--- src/sv/url_component_splitter_core_macros.svh ---
// ----------------------------------------------------------------------------
// URL component splitter assertion macros
// Concurrent check helpers; defining ASSERT_OFF compiles them away.
// ----------------------------------------------------------------------------
`ifndef URL_COMPONENT_SPLITTER_CORE_MACROS_SVH
`define URL_COMPONENT_SPLITTER_CORE_MACROS_SVH

`ifndef ASSERT_OFF

// Same-cycle implication checked on every rising edge outside reset.
`define UCS_ASSERT_IMP(name, clk, rst, ante, cons) \
  name: assert property (@(posedge clk) disable iff (rst) (ante) |-> (cons)) \
    else $error("url splitter check failed");

// Next-cycle implication checked on every rising edge outside reset.
`define UCS_ASSERT_NXT(name, clk, rst, ante, cons) \
  name: assert property (@(posedge clk) disable iff (rst) (ante) |=> (cons)) \
    else $error("url splitter check failed");

`else

`define UCS_ASSERT_IMP(name, clk, rst, ante, cons)
`define UCS_ASSERT_NXT(name, clk, rst, ante, cons)

`endif

`endif

--- src/sv/ucs_pkg.sv ---
// ----------------------------------------------------------------------------
// URL component splitter package
// Shared widths, character codes, byte classes and the queue item type.
// ----------------------------------------------------------------------------
package ucs_pkg;

  localparam int POS_W = 13;
  localparam logic [POS_W-1:0] MAX_LEN = 13'd4096;
  localparam int OUT_DATA_W = 96;

  localparam logic [7:0] CH_SLASH = 8'h2F;
  localparam logic [7:0] CH_COLON = 8'h3A;
  localparam logic [7:0] CH_QMARK = 8'h3F;
  localparam logic [7:0] CH_AMP   = 8'h26;
  localparam logic [7:0] CH_HASH  = 8'h23;

  typedef enum logic [2:0] {
    CLS_OTHER,
    CLS_SLASH,
    CLS_COLON,
    CLS_QAMP,
    CLS_HASH
  } cls_t;

  typedef enum logic [2:0] {
    PH_PROTO,
    PH_HOST,
    PH_PATH,
    PH_QUERY,
    PH_DONE
  } phase_t;

  typedef struct packed {
    cls_t cls;
    logic last;
  } item_t;

  // Reduces a byte to the only distinctions the scanner cares about.
  function automatic cls_t classify(input logic [7:0] c);
    cls_t r;
    r = CLS_OTHER;
    if (c == CH_SLASH) r = CLS_SLASH;
    else if (c == CH_COLON) r = CLS_COLON;
    else if (c == CH_QMARK || c == CH_AMP) r = CLS_QAMP;
    else if (c == CH_HASH) r = CLS_HASH;
    return r;
  endfunction

endpackage

--- src/sv/ucs_front.sv ---
// ----------------------------------------------------------------------------
// URL component splitter front end
// Accepts bytes, classifies them and holds them in a two-entry queue.
// ----------------------------------------------------------------------------
module ucs_front (
  input  logic          clk,
  input  logic          rst,
  input  logic          s_tvalid,
  output logic          s_tready,
  input  logic [7:0]    s_tdata,   // [7:0] ch
  input  logic          s_tlast,
  output logic          q_valid,
  output ucs_pkg::item_t q_item,
  input  logic          q_pop
);
  import ucs_pkg::*;

  logic [1:0] count;
  logic [1:0] count_next;
  item_t      head;
  item_t      head_next;
  item_t      tail;
  item_t      tail_next;
  item_t      new_item;
  logic       push;

  assign s_tready = (count != 2'd2);
  assign push     = s_tvalid && s_tready;
  assign q_valid  = (count != 2'd0);
  assign q_item   = head;

  always_comb begin
    new_item.cls  = classify(s_tdata);
    new_item.last = s_tlast;
    head_next     = head;
    tail_next     = tail;
    count_next    = count;
    if (push && q_pop) begin
      if (count == 2'd1) begin
        head_next = new_item;
      end else begin
        head_next = tail;
        tail_next = new_item;
      end
    end else if (push) begin
      count_next = count + 2'd1;
      if (count == 2'd0) begin
        head_next = new_item;
      end else begin
        tail_next = new_item;
      end
    end else if (q_pop) begin
      count_next = count - 2'd1;
      head_next  = tail;
    end
  end

  always_ff @(posedge clk) begin
    if (rst) begin
      count <= 2'd0;
    end else begin
      count <= count_next;
    end
    head <= head_next;
    tail <= tail_next;
  end

endmodule

--- src/sv/ucs_back.sv ---
// ----------------------------------------------------------------------------
// URL component splitter back end
// Scans classified bytes and registers the offset set after the last byte.
// ----------------------------------------------------------------------------
module ucs_back (
  input  logic                             clk,
  input  logic                             rst,
  input  logic                             q_valid,
  input  ucs_pkg::item_t                   q_item,
  output logic                             q_pop,
  output logic                             m_tvalid,
  input  logic                             m_tready,
  output logic [ucs_pkg::OUT_DATA_W-1:0]   m_tdata,  // see top level
  output logic                             m_tuser   // [0] too_long
);
  import ucs_pkg::*;

  phase_t           phase, phase_next;
  logic [1:0]       sep_match, sep_match_next;
  logic [POS_W-1:0] pos, pos_next;
  logic             colon_seen, colon_seen_next;
  logic             overflow, overflow_next;
  logic [POS_W-1:0] proto_end, proto_end_next;
  logic [POS_W-1:0] port_pos, port_pos_next;
  logic [POS_W-1:0] origin_pos, origin_pos_next;
  logic [POS_W-1:0] path_pos, path_pos_next;
  logic [POS_W-1:0] query_pos, query_pos_next;
  logic             out_valid_next;
  logic [OUT_DATA_W-1:0] out_data_next;
  logic             out_user_next;

  logic             scan;
  logic             is_sep, is_qsep;
  logic             go_path, at_path, go_query, at_query;
  logic [POS_W-1:0] len, pe, hb, pb, oe, pa, qe;

  assign q_pop = q_valid && (!q_item.last || !m_tvalid || m_tready);

  always_comb begin
    phase_next      = phase;
    sep_match_next  = sep_match;
    pos_next        = pos;
    colon_seen_next = colon_seen;
    overflow_next   = overflow;
    proto_end_next  = proto_end;
    port_pos_next   = port_pos;
    origin_pos_next = origin_pos;
    path_pos_next   = path_pos;
    query_pos_next  = query_pos;
    out_valid_next  = m_tvalid && !m_tready;
    out_data_next   = m_tdata;
    out_user_next   = m_tuser;

    is_sep  = (q_item.cls == CLS_SLASH) || (q_item.cls == CLS_QAMP)
           || (q_item.cls == CLS_HASH);
    is_qsep = (q_item.cls == CLS_QAMP) || (q_item.cls == CLS_HASH);
    scan    = q_pop && (pos < MAX_LEN);

    // A separator may close several sections in the same byte.
    go_path  = (phase == PH_HOST) && is_sep;
    at_path  = go_path || (phase == PH_PATH);
    go_query = at_path && is_qsep;
    at_query = go_query || (phase == PH_QUERY);

    if (q_pop && !scan) begin
      overflow_next = 1'b1;
    end

    if (scan) begin
      pos_next = pos + 13'd1;
      if (phase == PH_PROTO) begin
        if (sep_match == 2'd2 && q_item.cls == CLS_SLASH) begin
          proto_end_next = pos - 13'd2;
          sep_match_next = 2'd0;
          phase_next     = PH_HOST;
        end else if (q_item.cls == CLS_COLON) begin
          sep_match_next = 2'd1;
        end else if (sep_match == 2'd1 && q_item.cls == CLS_SLASH) begin
          sep_match_next = 2'd2;
        end else begin
          sep_match_next = 2'd0;
        end
      end else begin
        if (phase == PH_HOST && !is_sep && q_item.cls == CLS_COLON && !colon_seen) begin
          colon_seen_next = 1'b1;
          port_pos_next   = pos;
        end
        if (go_path) begin
          origin_pos_next = pos;
          phase_next      = PH_PATH;
        end
        if (go_query) begin
          path_pos_next = pos;
          phase_next    = PH_QUERY;
        end
        if (at_query && q_item.cls == CLS_HASH) begin
          query_pos_next = pos;
          phase_next     = PH_DONE;
        end
      end
    end

    len = pos_next;
    pe  = (phase_next != PH_PROTO) ? proto_end_next : len;
    hb  = (phase_next != PH_PROTO) ? proto_end_next + 13'd3 : len;
    oe  = (phase_next >= PH_PATH) ? origin_pos_next : len;
    pa  = (phase_next >= PH_QUERY) ? path_pos_next : len;
    qe  = (phase_next >= PH_DONE) ? query_pos_next : len;
    pb  = colon_seen_next ? port_pos_next : oe;

    if (q_pop && q_item.last) begin
      out_valid_next  = 1'b1;
      out_data_next   = {5'd0, len, qe, pa, oe, pb, hb, pe};
      out_user_next   = overflow_next;
      phase_next      = PH_PROTO;
      sep_match_next  = 2'd0;
      pos_next        = '0;
      colon_seen_next = 1'b0;
      overflow_next   = 1'b0;
    end
  end

  always_ff @(posedge clk) begin
    if (rst) begin
      phase      <= PH_PROTO;
      sep_match  <= 2'd0;
      pos        <= '0;
      colon_seen <= 1'b0;
      overflow   <= 1'b0;
      m_tvalid   <= 1'b0;
    end else begin
      phase      <= phase_next;
      sep_match  <= sep_match_next;
      pos        <= pos_next;
      colon_seen <= colon_seen_next;
      overflow   <= overflow_next;
      m_tvalid   <= out_valid_next;
    end
    proto_end  <= proto_end_next;
    port_pos   <= port_pos_next;
    origin_pos <= origin_pos_next;
    path_pos   <= path_pos_next;
    query_pos  <= query_pos_next;
    m_tdata    <= out_data_next;
    m_tuser    <= out_user_next;
  end

endmodule

--- src/sv/url_component_splitter_core.sv ---
// ----------------------------------------------------------------------------
// URL component splitter
// Splits a byte stream of URL text into protocol, host, port, path, query
// and fragment offsets.
// ----------------------------------------------------------------------------
// The block takes one URL byte per transaction on the input stream, with
// tlast on the final byte, and sustains one byte per clock while no final
// byte waits on an unclaimed result. After the final byte it emits one
// output transaction carrying seven 13-bit offsets and an overflow flag.
// The final byte is registered in the queue, scanned after any bytes still
// waiting ahead of it, and its result is registered by the scanner. Bytes
// pass first through a classifier and a two-entry queue, then through the
// scanner, which handles one byte per cycle when not stalled and owns the
// result register. A waiting result stalls the scanner only when the next
// URL's final byte reaches it, so input keeps flowing while the result sits
// unclaimed. Bytes past the 4096th of a URL are dropped unscanned and raise
// the too_long flag. No initialization pass is needed after reset.
module url_component_splitter_core (
  input  logic                           clk,
  input  logic                           rst,
  input  logic                           s_tvalid,
  output logic                           s_tready,
  input  logic [7:0]                     s_tdata,  // [7:0] ch
  input  logic                           s_tlast,
  output logic                           m_tvalid,
  input  logic                           m_tready,
  // [12:0] protocol_end, [25:13] host_begin, [38:26] port_begin,
  // [51:39] origin_end, [64:52] path_end, [77:65] query_end,
  // [90:78] total_length, [95:91] zero
  output logic [ucs_pkg::OUT_DATA_W-1:0] m_tdata,
  output logic                           m_tuser   // [0] too_long
);
  import ucs_pkg::*;

  `include "url_component_splitter_core_macros.svh"

  // Queue between the classifier and the scanner.
  logic  q_valid;
  item_t q_item;
  logic  q_pop;

  ucs_front u_front (
    .clk      (clk),
    .rst      (rst),
    .s_tvalid (s_tvalid),
    .s_tready (s_tready),
    .s_tdata  (s_tdata),
    .s_tlast  (s_tlast),
    .q_valid  (q_valid),
    .q_item   (q_item),
    .q_pop    (q_pop)
  );

  ucs_back u_back (
    .clk      (clk),
    .rst      (rst),
    .q_valid  (q_valid),
    .q_item   (q_item),
    .q_pop    (q_pop),
    .m_tvalid (m_tvalid),
    .m_tready (m_tready),
    .m_tdata  (m_tdata),
    .m_tuser  (m_tuser)
  );

  // A final byte must never overwrite a result that has not been taken.
  `UCS_ASSERT_IMP(a_no_result_overwrite, clk, rst, q_pop && q_item.last,
                  !m_tvalid || m_tready)

  // Every final byte the scanner consumes produces a result next cycle.
  `UCS_ASSERT_NXT(a_result_follows_last, clk, rst, q_pop && q_item.last,
                  m_tvalid)

  // The scanner only consumes entries the queue actually holds.
  `UCS_ASSERT_IMP(a_pop_needs_entry, clk, rst, q_pop, q_valid)

endmodule
--- config.mk ---
export PLATFORM = sky130hd
export DESIGN_NAME = url_component_splitter_core
export DESIGN_NICKNAME = d
export VERILOG_FILES = /design/src/sv/ucs_pkg.sv /design/src/sv/ucs_front.sv /design/src/sv/ucs_back.sv /design/src/sv/url_component_splitter_core.sv
export VERILOG_INCLUDE_DIRS = /design/src /design/src/sv
export SDC_FILE = /design/constraint.sdc
export NUM_CORES = 1
export LEC_CHECK = 0
export BUFFER_PORTS_ARGS = -buffer_cell sky130_fd_sc_hd__buf_2
export CAP_MARGIN = 20
export CORE_MARGIN = 2
export CORE_UTILIZATION = 50
export CTS_BUF_LIST = sky130_fd_sc_hd__clkbuf_16
export DETAILED_ROUTE_END_ITERATION = 8
export MAX_ROUTING_LAYER = met4
export PLACE_DENSITY = 0.76
export REMOVE_ABC_BUFFERS = 1
export SYNTH_ARGS = -nofsm -noshare
export SYNTH_HDL_FRONTEND = slang
export SYNTH_SLANG_ARGS = --single-unit
--- constraint.sdc ---
create_clock -name clk -period 4 [get_ports clk]
set_clock_uncertainty 0.15 [all_clocks]
set_input_delay 0.2 -clock clk [delete_from_list [all_inputs] [get_ports clk]]
set_output_delay 0.2 -clock clk [all_outputs]
set_load 0.02 [all_outputs]
Word-level counts from Yosys, hierarchy flattened. Cells that the tools add are included.

Reductions and logical operators: 41. Shift-type cells: 0. Div/mod/pow operators: 0. Multiplexer cells: 51. Multiply operators: 0. Add/sub/neg operators: 5. Order comparisons: 4. Bitwise logic cells: 1. Equal/unequal tests: 19.

Operator list (number): 13-bit 2-to-1 mux (22); 8-bit by 6-bit equality test with 1-bit output (second input constant) (5); 4-bit 2-to-1 mux (9); 3-bit 2-to-1 mux (10); 1-bit logical AND (15); 13-bit by 1-bit adder with 13-bit output (second input constant) (1); 13-bit by 2-bit adder with 13-bit output (second input constant) (1); 13-bit < comparator (second input constant) (1); 13-bit by 2-bit subtractor with 13-bit output (second input constant) (1); 3-bit by 2-bit equality test with 1-bit output (second input constant) (4); 2-bit 2-to-1 mux (5); 1-bit logical OR (8); 3-bit by 1-bit equality test with 1-bit output (second input constant) (2); 3-bit by 2-bit greater-or-equal comparator with 1-bit output (second input constant) (2); 1-bit zero test (6); 2-bit AND reduction (3); 2-bit nonzero test (3); 3-bit nonzero test (2); 1-bit 2-to-1 mux (5); 2-bit by 1-bit equality test with 1-bit output (second input constant) (2); 2-bit != test (second input constant) (2); 3-bit equality test (second input constant) (1); 3-bit greater-or-equal comparator (second input constant) (1); 3-bit zero test (1); 9 further kinds (9).

Bits in read-only memories: 0. Output and inout port bits: 99. Memories kept: 0. Bits of input ports: 13. RAM bits: 0. Bits in registers: 188. Logic and storage cells: 139. Latch bits: 0.

Depth between registers and ports, before layout.
Depth after elaboration: 14. Gate-level depth with buffers: 13. Mapped depth without buffers: 12.

Modules after synthesis. From an unflattened synthesis, not the netlist that was laid out.

Cells, all modules: 678. Area total of the unflattened synthesis: 8060.2 um^2.

Modules (own cells, without submodules): ucs_back (area each 7477.2 um^2, cells an instance 632, sequential area each 4484.3 um^2, times used 1); ucs_front (area each 583.1 um^2, cells an instance 46, sequential area each 280.3 um^2, times used 1).

Worst setup path after synthesis. Ideal clock, no wire load.

Path kind: reg2reg. Start: register u_front.count[0]. End: register u_back.phase[1]. Library setup time: 130 ps. Path slack: -95 ps. Required time: 3720 ps. Path buffers: 1. Cell stages (with the launch flop): 8. Period minus slack after synthesis: 4095 ps. Data arrival time: 3815 ps. Cells stage by stage: dfxtp_1 -> inv_1 -> ha_1 -> nor2_1 -> and2_1 -> or2_2 -> clkbuf_1 -> nor3b_1.

Cells in the longest elaborated chain, start to end: 4. Elaborated cells between the ends (all ways): 6. Classes of those cells: mux (1); reduce/logical (5).

RTL lines: start: declaration (RTL line ucs_front.sv:18) `logic [1:0] count;`; start signal: assignment (RTL line ucs_front.sv:62) `count <= count_next;`; 2-bit nonzero test (*) (RTL line ucs_front.sv:29) `assign q_valid = (count != 2'd0);`; 1-bit logical AND (*) (RTL line ucs_back.sv:37) `assign q_pop = q_valid && (!q_item.last || !m_tvalid || m_tready);`; 1-bit logical AND, on equally long branches (RTL line ucs_back.sv:57, ucs_back.sv:111); 3-bit 2-to-1 mux or 2-bit OR reduction (tied branches); end signal: assignment (RTL line ucs_back.sv:132) `phase <= phase_next;`; end: declaration (RTL line ucs_back.sv:18) `phase_t phase, phase_next;`.

Mark *: on every way between the ends. The rest lies on a longest branch, timed or not. A chain may end at the register's enable or synchronous reset.

Worst setup path after layout.
Start: register u_front.count[0]. End: register u_back.m_tdata[23] (netlist bit) (data pin).

Cells in the longest elaborated chain, start to end: 6. Elaborated cells between the ends (all ways): 9. Classes of those cells: add/sub (1); mux (4); reduce/logical (4).

RTL lines: 2-bit nonzero test (RTL line ucs_front.sv:29); 1-bit logical AND (RTL line ucs_back.sv:37); 1-bit logical AND (RTL line ucs_back.sv:57) `scan = q_pop && (pos < MAX_LEN);`; 13-bit 2-to-1 mux (RTL line ucs_back.sv:69) `if (scan) begin`; via u_back.proto_end_next[0] (RTL line ucs_back.sv:23) `logic [POS_W-1:0] proto_end, proto_end_next;`; 13-bit by 2-bit adder with 13-bit output (RTL line ucs_back.sv:105) `hb = (phase_next != PH_PROTO) ? proto_end_next + 13'd3 : len;`; 13-bit 2-to-1 mux (RTL line ucs_back.sv:105); via u_back.hb[10] (RTL line ucs_back.sv:35) `logic [POS_W-1:0] len, pe, hb, pb, oe, pa, qe;`; end signal: assignment (RTL line ucs_back.sv:144) `m_tdata <= out_data_next;`; end: declaration (RTL line ucs_back.sv:13) `output logic [ucs_pkg::OUT_DATA_W-1:0] m_tdata,`.

The timed path passes the listed nets, and every way through them passes these cells.

==> results.md <==
- Avg Cell Area, Syn: 12.2 um2
- Routed WL: 17700 um
- Number of synthesized flops with an enable pin: 100
- Ant. Diodes: 0
- Register share of total power: 0.469
- Wire per inst: 17.9 um
- Commonest non-fill, non-tap cell in the layout: buf_2
- Combinational share of power: 0.254
- TritonRoute pass-1 iters: 5
- FMAX: 288 MHz
- Synth Instances: 655
- P_sw: 1.93 mW
- CTS resizes: 0
- Design Area, Final: 0.00930 mm2
- GR Util All Layers: 0.223
- # port buffers: 106
- Drt first-iter violations: 430
- Final setup vio count: 0
- Final layout net count: 782
- PwrDens: 616 mW/mm2
- Final Max Slew Viols: 0
- Post-synthesis register bit count: 188
- Global placement routability congestion: 0.848
- Int Power: 3.80 mW
- Via Count: 5232
- I/O pin cnt: 112
- Htree depth: 4
- Register clock-pin slew on the reported worst setup and hold paths: 0.07 ns
- Fraction of registers with async set or reset after synthesis: 0
- VDD IR-drop max: 0.000384 V
- Leakage: 4.05 nW
- Final hold slack: 0.0782 ns
- Sw Share: 0.337
- TritonCTS clock tree: yes
- Global-route wire length before repair: 27900 um
- Root buffer cell: clkbuf_16
- CP max FO: 10
- Area after DPL: 0.00869 mm2
- CTS sink count: 188
- Worst EP arrival: 3.51 ns
- Register area share after synthesis: 0.596
- Grt total ovfl: 0
- Antenna viol nets, final: 0
- Synth unique cells: 73
- Share of Yosys cell area claimed by the top area cell type: 0.375
- Yosys top cell by area: edfxtp_1
- Worst-case clock buffer depth: 2
- Skew-Pair Late Insertion Delay: 0.43 ns
- Crit path kind: flop to flop
- Worst slew pin tran: 0.768 ns
- Status: finished, final reports clean
- Die Wd: 130 um
- Number of global-route vias before repair: 5169
- Final period utilization: 0.868
- Post-Syn Area: 0.00800 mm2
- RSZ-0062 raised after global routing: no
- Worst path cell trace: inv_1 -> ha_1 -> or3_1 -> nor2_8 -> nand2_1 -> nand2_1 -> inv_1 -> ha_1 -> nand3b_1 -> nor2_1 -> a31oi_1 -> o31a_1
- Die Ht: 130 um
- Warnings, synthesis: 0
- Starting Density: 0.507
- Final Hold Viols: 0
- Largest net degree at the start of global routing: 61
- Fin crit period: 3.47 ns
- DPL Wire Length: 12300 um
- Synth top area cells: edfxtp_1 (38%), dfxtp_1 (22%), mux2_2 (8.4%)
- Die ar.: 0.0170 mm2
- Commonest non-fill, non-tap cells in the layout: buf_2 (106), edfxtp_1 (100), dfxtp_1 (88)
- Post-Route Setup TNS: 0 ns
- Layout cells sized above 1: 0.300
- Kind of end point of the critical path: flop
- Site Rows: 46
- Ys flop type: edfxtp_1
- Crit-path slowest cell: or3_1
- Relative slew margins: 0.484
- Core area: 0.0158 mm2
- Worst Hold Class: input port to flop
- Crit path required time: 4.03 ns
- CTS buffer count: 17
- DR DRC count: 0
- Vias per cell: 5.28
- Clock share of power: 0.278
- Area growth syn-to-layout: 16.3%
- Initial antenna violation count: 0
- Max cap viols: 0
- Fill cells: 1289
- Startpoint Class: flop
- Core Util, Final: 0.590
- Max stage delay on crit path: 0.53 ns
-- worst max-delay path: cells and delay by family (launching register included) --
family | cells | cell delay, ns
compound gates | 2 | 0.43
fa+ha+maj | 2 | 0.51
simple gates | 6 | 1.59
buf+inv | 2 | 0.15
flops | 1 | 0.38
-- layer usage --
layer | routed length, um | track usage | vias to the layer above
met5 | 0 | - | -
met2 | 8870 | 0.362 | 136
met3 | 815 | 0.0444 | 20
met1 | 7750 | 0.283 | 2574
li1 | - | - | 2502
met4 | 290 | 0.0738 | 0
-- sequential cells by signal (all words and copies together), names as in the netlist --
name               count
u_back.query_pos      13
u_back.m_tuser         1
u_front.q_item         4
u_back.path_pos       13
u_back.phase           3
u_back.m_tdata        91
u_front.count          2
u_front.tail           4
u_back.origin_pos     13
u_back.sep_match       2
u_back.port_pos       13
u_back.m_tvalid        1
u_back.overflow        1
u_back.colon_seen      1
u_back.pos            13
u_back.proto_end      13
-- power by group through the flow --
| stage | logic (mW) | clock network (mW) | registers [mW] |
|---|---|---|---|
| finish | 1.45 | 1.59 | 2.68 |
| floorplan | 0.535 | 0 | 3.15 |
| global placement | 1.43 | 0 | 2.71 |
| CTS | 1.47 | 1.62 | 2.69 |
| global route | 1.58 | 1.69 | 2.73 |
| detailed placement | 1.46 | 0 | 2.73 |
-- final cells by class --
cell class / count / area [um2] / share of cell area
tap: 216 / 270 / 0.0291
inverter: 43 / 161 / 0.0174
timing repair buffer: 122 / 676 / 0.0726
multi-input combinational: 389 / 2870 / 0.309
sequential: 188 / 4760 / 0.512
clock buffer: 17 / 425 / 0.0457
clock inverter: 15 / 133 / 0.0143
-- per-stage QoR --
stage,total power [mW],std cells,setup WS [ns]
global route,5.99,990,0.278
detailed placement,4.19,953,0.561
floorplan,3.69,620,-0.0274
finish,5.73,990,0.530
CTS,5.77,990,0.549
global placement,4.14,953,0.719
-- synthesized netlist by cell type (2+ instances only) --
library cell / count
edfxtp_1: 100
dfxtp_1: 88
mux2_2: 60
nor2_1: 53
inv_1: 43
nand2_1: 40
mux2i_1: 33
a21oi_1: 31
o21ai_0: 22
xnor2_1: 20
clkbuf_1: 17
buf_2: 11
nand3_1: 9
xor2_1: 9
and2_1: 8
ha_1: 8
nor3_1: 7
a31oi_1: 5
and3_1: 5
buf_4: 5
buf_6: 5
nand2b_1: 5
nand4_1: 5
a21o_1: 4
and4_1: 3
nor2b_1: 3
nor3b_1: 3
a31o_1: 2
and2b_1: 2
nand3b_1: 2
nand4bb_1: 2
nor3_2: 2
nor3_4: 2
or4_1: 2
-- final timing paths --
path | from | to | slack [ns] | cells past startpoint
setup / recovery | u_front.count[0] | u_back.m_tdata[23] | 0.53 | 12
hold / removal | s_tdata[2] | u_front.tail[1] | 0.08 | 2
setup reg to reg | u_front.count[0] | u_back.m_tdata[23] | 0.53 | 12
hold reg to reg | u_back.origin_pos[4] | u_back.origin_pos[4] | 0.31 | 2
-- cells by family after synthesis --
group	synth area share
muxes	0.129
and+or+nand+nor	0.120
buffers and inverters	0.0472
adders and majority gates	0.0125
other	0.000469
DFF	0.596
AOI/OAI and AO/OA	0.0638
xor gates and xnor gates	0.0318
-- timing repair --
item / CTS / global route
hold buffers: 5 / 0
endpoints found under the hold margin: 6 / 0
buffers inserted: 0 / 0
Note: power is estimated with default switching activity, not from simulation.
